===== src/hdl/wlcm_pkg.sv =====
package wlcm_pkg;

   localparam int unsigned COMP_W    = 24;
   localparam int unsigned LIMIT_W   = 23;
   localparam int unsigned SQ_W      = 2 * COMP_W;
   localparam int unsigned LIM_SQ_W  = 2 * LIMIT_W;
   localparam int unsigned CNT_W     = 8;
   localparam int unsigned CSR_IDX_W = 3;
   localparam int unsigned NUM_COMP  = 6;

   // Reset limits, LSB 1/1024 N or N.m.
   localparam logic [LIMIT_W-1:0] FORCE_LIMIT_USER_RST    = 23'd51200;
   localparam logic [LIMIT_W-1:0] TORQUE_LIMIT_USER_RST   = 23'd5120;
   localparam logic [LIMIT_W-1:0] FORCE_LIMIT_BIASED_RST  = 23'd10240;
   localparam logic [LIMIT_W-1:0] TORQUE_LIMIT_BIASED_RST = 23'd819;

   typedef enum logic [CSR_IDX_W-1:0] {
      CSR_BIAS_ENABLED        = 3'd0,
      CSR_FORCE_LIMIT_USER    = 3'd1,
      CSR_TORQUE_LIMIT_USER   = 3'd2,
      CSR_FORCE_LIMIT_BIASED  = 3'd3,
      CSR_TORQUE_LIMIT_BIASED = 3'd4
   } csr_index_type;

   typedef struct packed {
      logic               bias_enabled;
      logic [LIMIT_W-1:0] force_limit_user;
      logic [LIMIT_W-1:0] torque_limit_user;
      logic [LIMIT_W-1:0] force_limit_biased;
      logic [LIMIT_W-1:0] torque_limit_biased;
   } cfg_type;

endpackage


===== src/hdl/wlcm_csr.sv =====
module wlcm_csr (
   input  logic                             clock,
   input  logic                             reset,
   input  logic                             csr_valid,
   output logic                             csr_ready,
   input  logic [wlcm_pkg::CSR_IDX_W-1:0]   csr_index,
   input  logic [wlcm_pkg::LIMIT_W-1:0]     csr_data,
   output wlcm_pkg::cfg_type                cfg
);

   wlcm_pkg::cfg_type cfg_ff;
   wlcm_pkg::cfg_type cfg_in;

   assign csr_ready = 1'b1;
   assign cfg       = cfg_ff;

   always_comb begin
      cfg_in = cfg_ff;
      if (csr_valid) begin
         unique case (wlcm_pkg::csr_index_type'(csr_index))
            wlcm_pkg::CSR_BIAS_ENABLED:        cfg_in.bias_enabled        = csr_data[0];
            wlcm_pkg::CSR_FORCE_LIMIT_USER:    cfg_in.force_limit_user    = csr_data;
            wlcm_pkg::CSR_TORQUE_LIMIT_USER:   cfg_in.torque_limit_user   = csr_data;
            wlcm_pkg::CSR_FORCE_LIMIT_BIASED:  cfg_in.force_limit_biased  = csr_data;
            wlcm_pkg::CSR_TORQUE_LIMIT_BIASED: cfg_in.torque_limit_biased = csr_data;
            // Writes to unused indices are dropped.
            default:                           cfg_in = cfg_ff;
         endcase
      end
   end

   always_ff @(posedge clock) begin
      if (reset) begin
         cfg_ff.bias_enabled        <= 1'b0;
         cfg_ff.force_limit_user    <= wlcm_pkg::FORCE_LIMIT_USER_RST;
         cfg_ff.torque_limit_user   <= wlcm_pkg::TORQUE_LIMIT_USER_RST;
         cfg_ff.force_limit_biased  <= wlcm_pkg::FORCE_LIMIT_BIASED_RST;
         cfg_ff.torque_limit_biased <= wlcm_pkg::TORQUE_LIMIT_BIASED_RST;
      end else begin
         cfg_ff <= cfg_in;
      end
   end

endmodule


===== config.mk =====
export PLATFORM = sky130hd
export DESIGN_NAME = wlcm_csr
export DESIGN_NICKNAME = d
export VERILOG_FILES = /design/src/hdl/wlcm_pkg.sv /design/src/hdl/wlcm_csr.sv
export SDC_FILE = /design/constraint.sdc
export NUM_CORES = 1
export LEC_CHECK = 0
export ABC_AREA = 1
export CORE_MARGIN = 5
export CORE_UTILIZATION = 56
export CTS_CLUSTER_DIAMETER = 60
export DETAILED_ROUTE_END_ITERATION = 8
export DONT_BUFFER_PORTS = 1
export GPL_TIMING_DRIVEN = 0
export PLACE_DENSITY = 0.71
export SLEW_MARGIN = 20
export SYNTH_ARGS = -nofsm -noshare
export SYNTH_HDL_FRONTEND = slang
export SYNTH_SLANG_ARGS = --single-unit

===== constraint.sdc =====
create_clock -name clock -period 2.5 [get_ports clock]
set_input_delay 0.375 -clock clock [delete_from_list [all_inputs] [get_ports clock]]
set_output_delay 0.375 -clock clock [all_outputs]
set_load 0.02 [all_outputs]

==> impl_metrics.ini, run 1 <==
[critical_path]
crit_type = flip-flop to output pin
cp.arrival_ns = 0.85
endpoint_kind = output pin
cp-start-kind = flip-flop
worstPathRequired_ns = 2.12
worstPathMaxFanout = 2

[sta]
rsz0062_at_grt = no
setup_ws_ns = 1.28
relSlewSlack_pct = 66.3
finalHoldViolCount = 0
tightest_slew_ns = 0.506
drv_slew = 0
setup_viol_count_final = 0
fin_setup_tns_ns = 0
hold_slack_ns = 0.134
skew_ns = 0
fin_crit_sh_pct = 48.8
finalCriticalPeriod_ns = 1.22
timing.fmax_ghz = 0.819

[power]
power_frac_comb_pct = 8.8
power_frac_seq_pct = 55.6
p_int_mw = 2.16
swShare_pct = 26.5
p_leak_nw = 1.85
peakVddDrop_uv = 462
finalPower_mw = 2.94
p_clk_share_pct = 35.6
p_per_area_nw_per_um2 = 723
switchingPower_uw = 778

[drt]
wl_per_cell_um = 15.9
via_per_inst = 5.24
route.detailed.drc = 0
drtPass1Iterations = 5
ant_nets = 0
vias = 3293
wirelength_mm = 9.97
dr.first_iter.drc_count = 197

[placed_design]
dp_slack_ns = 1.13
postPlaceCellArea_um2 = 3860
hpwlAfterDp_mm = 7.81
dpl.cell_count = 613
numPortBuffers = 0
place_congestion = 0.810

[cells_and_area]
area_delta_synth_final_pct = 8.19
layout.nets = 576
n_antenna_cell = 0
fin_area_um2 = 4070
fin_cells = 629
drive_gt1_share_pct = 9.60
post-route-util_pct = 63.0
largest_register_ffs = 93

[yosys]
avgSynthCellArea_um2 = 7.01
synth_cell_types = 16
synth-seq-cells = 93
synth_area_um2 = 3760
ys_warn_count = 0
synth_fp_nets = 565
synth-seq-area-share_pct = 49.5
synthCells = 536

[clock_network]
htree_levels = 3
cts.sinks = 93
ctsHoldBuffers = 0
cts-buffers-inserted = 9
clk_latency_ns = 0.34
cts_tree = built
clock_path_buffers = 2
post_cts_buffers = 0
clkTransAtPathRegs_ns = 0.09
post_cts_resized = 0
cts_root_buffer = clkbuf_8

[global_route]
grt_usage_pct = 23.6
grt_max_degree = 15
grt_pass1_wl_mm = 15.7
overflow = 0
antenna_found_initial = 0
grt_pass1_vias = 3078

[floorplanning]
dieArea_um2 = 8450
ios = 123
die_w_um = 91.9
rows = 29
core_area_um2 = 6460
die_h_um = 91.9
start_util_pct = 58.2

[worst_hold_path]
hold_path_class = input pin to flip-flop

[status]
status = finished, final reports clean

[flow_run]
maxCapViolCount = 0
cells by family after synthesis:
group	Yosys count	share of synthesized area (%)
compound gates	1	0.133
buf+inv	65	8.75
flops	93	49.5
other cells	1	0.0997
simple gates	376	41.5
synth_stat cells:
| cell type | n | share of area, % |
|---|---|---|
| a21oi_1 | 1 | 0.13 |
| nor2_1 | 161 | 16 |
| nor2_4 | 3 | 0.90 |
| buf_6 | 2 | 0.60 |
| conb_1 | 1 | 0.10 |
| nand2_2 | 1 | 0.17 |
| inv_1 | 27 | 2.7 |
| nor2_2 | 3 | 0.50 |
| inv_2 | 3 | 0.30 |
| buf_2 | 11 | 1.5 |
| nand3_1 | 93 | 12 |
| nand2_1 | 115 | 11 |
| dfxtp_1 | 93 | 50 |
| clkbuf_1 | 1 | 0.10 |
| buf_1 | 6 | 0.60 |
| buf_4 | 15 | 3.0 |
power groups by stage:
stage | logic [mW] | registers, mW | clock network, mW
global route | 0.291 | 1.64 | 1.14
finish | 0.259 | 1.63 | 1.05
detailed placement | 0.256 | 1.67 | 0
floorplan | 0.201 | 1.66 | 0
global placement | 0.249 | 1.67 | 0
CTS | 0.256 | 1.64 | 1.06
cells in the final DEF (no fill, tap or decap), drive strengths merged:
| cell | count |
|---|---|
| nand2 | 116 |
| nand3 | 93 |
| nor2 | 167 |
| inv | 30 |
| dfxtp | 93 |
| clkinv | 1 |
| conb | 1 |
| a21oi | 1 |
| clkinvlp | 1 |
| bufinv | 1 |
| buf | 34 |
| clkbuf | 14 |
layer usage:
metal	global-route usage (%)	wire, um
met1	31.7	4360
met2	34.9	4220
met3	9.82	1240
met4	7.05	157
met5	0	0
path summary, 6_finish.rpt:
path	start	endpoint	slack (ns)	cells after the start
hold / removal	csr_data[5]	cfg[5]	0.13	2
setup / recovery	cfg[68]	cfg[68]	1.28	0
setup reg to reg	cfg[68]	cfg[68]	1.75	2
hold reg to reg	cfg[28]	cfg[28]	0.58	2
layout make-up:
class / instances / area (um2)
buffer: 35 / 216
fill: 645 / 2390
multi-input combinational: 378 / 1570
inverter: 30 / 113
sequential: 93 / 1860
clock buffer: 13 / 169
tap: 77 / 96.3
clock inverter: 3 / 42.5
Note: power is estimated with default switching activity, not from simulation.
==> inputs of run 2 (changes only) <==
- PLACE_DENSITY: 0.71 -> 0.74
- clock period: 2.5 -> 1.1 ns (I/O delays scaled with it)
==> run 2 against run 1 <==
  * Sequential share of layout area is 1.3 points lower
  * Highest routed layer unchanged
  * Count of clock-buffer cells in the layout is 2 lower
  * Non-clock buffer count is 12 higher
  * Setup slack worse by 1.2 ns
  * Combinational power is 140% higher
  * Cell area is 2.9% higher
  * Sequential power is 130% higher
  * Wire length is 3.3% higher
==> impl_metrics.ini, run 2 (synthesis gave the netlist of run 1 again) <==
[power]
power_frac_seq_pct = 55.1
peakVddDrop_uv = 843
p_per_area_nw_per_um2 = 1610
switchingPower_mw = 1.85
p_leak_nw = 1.90
p_clk_share_pct = 35.5
power_frac_comb_pct = 9.3
swShare_pct = 27.5
p_int_mw = 4.88

[critical_path]
worstPathRequired_ns = 0.94
crit_type = flip-flop to output pin
cp-start-kind = flip-flop
worstPathMaxFanout = 2
cp.arrival_ns = 0.86
endpoint_kind = output pin

[clock_network]
clock_path_buffers = 2
cts-buffers-inserted = 9
clkTransAtPathRegs_ns = 0.09
cts.sinks = 93
cts_tree = built
post_cts_buffers = 0
htree_levels = 3
cts_root_buffer = clkbuf_8
clk_latency_ns = 0.37

[cells_and_area]
fillers = 615
final_common_cell = nor2_1
n_antenna_cell = 0
mostFrequentLayoutCells = 161 x nor2_1, 115 x nand2_1, 93 x nand3_1, 93 x dfxtp_1, 27 x inv_1
layout.nets = 588
area_delta_synth_final_pct = 11.3
fin_area_um2 = 4190
largest_register_ffs = 93
drive_gt1_share_pct = 9.57

[floorplanning]
start_util_pct = 58.2
dieArea_um2 = 8450
ios = 123
die_w_um = 91.9
core_area_um2 = 6460
die_h_um = 91.9
rows = 29

[drt]
wirelength_mm = 10.3
via_per_inst = 5.31
routed.top_layer = met4
vias = 3406
wl_met3_mm = 1.18
drtPass1Iterations = 4
route.detailed.drc = 0
ant_nets = 0
dr_wl_met2_mm = 4.54
wl_per_cell_um = 16.1
met1_length_mm = 4.30
dr.first_iter.drc_count = 257

[status]
status = finished, final reports clean

[placed_design]
postPlaceCellArea_um2 = 3860
dp_slack_ns = -0.0178
hpwlAfterDp_mm = 7.67
place_congestion = 0.834
numPortBuffers = 0

[global_route]
grt_max_degree = 16
grt_usage_pct = 24.2
overflow = 0
antenna_found_initial = 0
grt_pass1_vias = 3162
grt_pass1_wl_mm = 16.1

[worst_hold_path]
hold_path_class = input pin to flip-flop

[flow_run]
maxCapViolCount = 0

[sta]
timing.fmax_ghz = 0.976
fin_crit_sh_pct = 93.2
setup_ws_ns = 0.0753
drv_slew = 0
skew_ns = 0
finalHoldViolCount = 0
finalCriticalPeriod_ns = 1.02
setup_viol_count_final = 0
rsz0062_at_grt = no
## run 2: cell types whose count changed in the layout (fill, tap and decap cells not counted)
| cell | change |
|---|---|
| clkbuf_8 | -1 |
| inv_6 | +1 |
| clkinv_4 | +1 |
| clkinv_2 | +1 |
| clkinvlp_4 | -1 |
| dlygate4sd3_1 | +12 |
| clkbuf_1 | -1 |
## run 2: through the flow
stage	instances	TNS (ns)	power [mW]	hold slack [ns]	util, %
after floorplan	536	0	4.22	0.278	-
after global placement	613	-0.137	4.36	0.281	59.7
after detailed placement	613	-0.0472	4.38	0.285	59.7
after CTS	641	0	6.73	0.0486	64.8
after global routing	641	0	7.00	0.0623	64.8
final	641	0	6.74	0.0535	64.8
## run 2: area by class of cell
cell class                 count  area [um2]  area share, %
buffer                        35         216           5.17
clock buffer                  11         151           3.62
clock inverter                 5        57.6           1.38
inverter                      30         113           2.69
multi-input combinational    378        1570           37.5
sequential                    93        1860           44.5
tap                           77        96.3           2.30
timing repair buffer          12         120           2.87
## run 2: path summary, 6_finish.rpt
path	to	startpoint	slack [ns]	cells after the start
min reg2reg	cfg[78]	cfg[78]	0.58	2
min	cfg[57]	csr_data[11]	0.05	4
max reg2reg	cfg[49]	cfg[49]	0.36	2
max	cfg[45]	cfg[45]	0.08	0
## run 2: layer usage
| metal | global-route usage, % | vias to the layer above |
|---|---|---|
| li1 | - | 1694 |
| met5 | 0 | - |
| met1 | 30.7 | 1536 |
| met2 | 36.4 | 149 |
| met4 | 9.28 | 0 |
| met3 | 10.7 | 27 |
## run 2: repair_timing
action / CTS / global route
resized for setup: 0 / 0
endpoints found under the hold margin: 13 / 0
hold buffers: 12 / 0
## run 2: power groups by stage
stage | Clock [mW] | Sequential [mW] | Combinational, mW
after floorplan | 0 | 3.76 | 0.456
after CTS | 2.40 | 3.72 | 0.619
after global routing | 2.57 | 3.73 | 0.702
after detailed placement | 0 | 3.80 | 0.579
after global placement | 0 | 3.79 | 0.567
final | 2.39 | 3.71 | 0.629
==> inputs of run 3 (changes only) <==
- HOLD_SLACK_MARGIN: default -> 0.06
==> run 3 against run 2 <==
  * Combinational power about the same
  * Global-route usage about the same
  * Clock skew unchanged
  * Critical endpoint unchanged
  * Core utilization increased by 0.15 points
  * Count of clock-buffer cells in the layout unchanged
  * Maximum frequency about the same
  * Highest routed layer unchanged
==> impl_metrics.ini, run 3 (synthesis gave the netlist of run 1 again) <==
[cells_and_area]
final_common_cell = nor2_1
layout.nets = 589
largest_register_ffs = 93
mostFrequentLayoutCells = 161 x nor2_1, 115 x nand2_1, 93 x nand3_1, 93 x dfxtp_1, 27 x inv_1
drive_gt1_share_pct = 9.56
fillers = 615
n_antenna_cell = 0
area_delta_synth_final_pct = 11.6

[critical_path]
cp.arrival_ns = 0.86
crit_type = flip-flop to output pin
path_depth = 0
endpoint_kind = output pin
worstPathRequired_ns = 0.94
r2r_cells = 2
worstPathMaxFanout = 2
cp-start-kind = flip-flop

[sta]
setup_ws_ns = 0.0749
setup_viol_count_final = 0
rsz0062_at_grt = no
fin_setup_tns_ns = 0
finalHoldViolCount = 0
fin_crit_sh_pct = 93.2
finalCriticalPeriod_ns = 1.03
timing.fmax_ghz = 0.976
drv_slew = 0
skew_ns = 0

[clock_network]
cts-buffers-inserted = 9
ctsHoldBuffers = 13
clkTransAtPathRegs_ns = 0.09
clock_path_buffers = 2
post_cts_resized = 0
cts_root_buffer = clkbuf_8
cts.sinks = 93
htree_levels = 3
post_cts_buffers = 0
clk_latency_ns = 0.37
cts_tree = built

[drt]
wl_per_cell_um = 16.1
wirelength_mm = 10.3
dr.first_iter.drc_count = 222
drtPass1Iterations = 5
ant_nets = 0
route.detailed.drc = 0
via_per_inst = 5.30
vias = 3401

[placed_design]
place_congestion = 0.834
dp_slack_ns = -0.0178
numPortBuffers = 0
hpwlAfterDp_mm = 7.67

[global_route]
grt_usage_pct = 24.3
grt_pass1_vias = 3163
grt_pass1_wl_mm = 16.1
overflow = 0
antenna_found_initial = 0
grt_max_degree = 16

[power]
p_per_area_nw_per_um2 = 1610
finalPower_mw = 6.74
peakVddDrop_uv = 841
p_leak_nw = 1.91

[floorplanning]
die_h_um = 91.9
ios = 123
core_area_um2 = 6460
start_util_pct = 58.2
rows = 29
die_w_um = 91.9
dieArea_um2 = 8450

[status]
status = finished, final reports clean

[flow_run]
maxCapViolCount = 0

[worst_hold_path]
min_delay_path_depth = 4
hold_path_class = input pin to flip-flop
[run 3: report_power, final]
part	switching [mW]	leakage, nW	internal, mW
sequential	0.230	0.756	3.48
clock	1.21	0.110	1.18
combinational	0.409	1.04	0.223
total	1.85	1.91	4.89
[run 3: per-layer routing]
| metal | part of all wire, % | GRT usage [%] |
|---|---|---|
| met5 | 0 | 0 |
| met4 | 2.5 | 9.28 |
| met3 | 11 | 10.7 |
| met2 | 44 | 36.4 |
| met1 | 42 | 30.8 |
[run 3: stage by stage]
stage                     cell area (um2)  hold WS (ns)  instances  util, %
final                                4200        0.0729        642     65.0
after global placement               3860         0.281        613     59.7
after detailed placement             3860         0.285        613     59.7
after global routing                 4200        0.0838        642     65.0
after floorplan                      3760         0.278        536        -
after CTS                            4200        0.0785        642     65.0
[run 3: layout make-up]
class / count / area (um2) / share of cell area [%]
Sequential cell: 93 / 1860 / 44.4
Multi-Input combinational cell: 378 / 1570 / 37.4
Buffer: 35 / 216 / 5.16
Clock buffer: 11 / 151 / 3.61
Timing Repair Buffer: 13 / 130 / 3.10
Inverter: 30 / 113 / 2.68
Tap cell: 77 / 96.3 / 2.30
Clock inverter: 5 / 57.6 / 1.37
[run 3: worst paths after layout]
| check | from | end | slack [ns] |
|---|---|---|---|
| setup / recovery | cfg[45] | cfg[45] | 0.07 |
| hold / removal | csr_data[15] | cfg[61] | 0.07 |
| setup reg to reg | cfg[49] | cfg[49] | 0.36 |
| hold reg to reg | cfg[44] | cfg[44] | 0.58 |
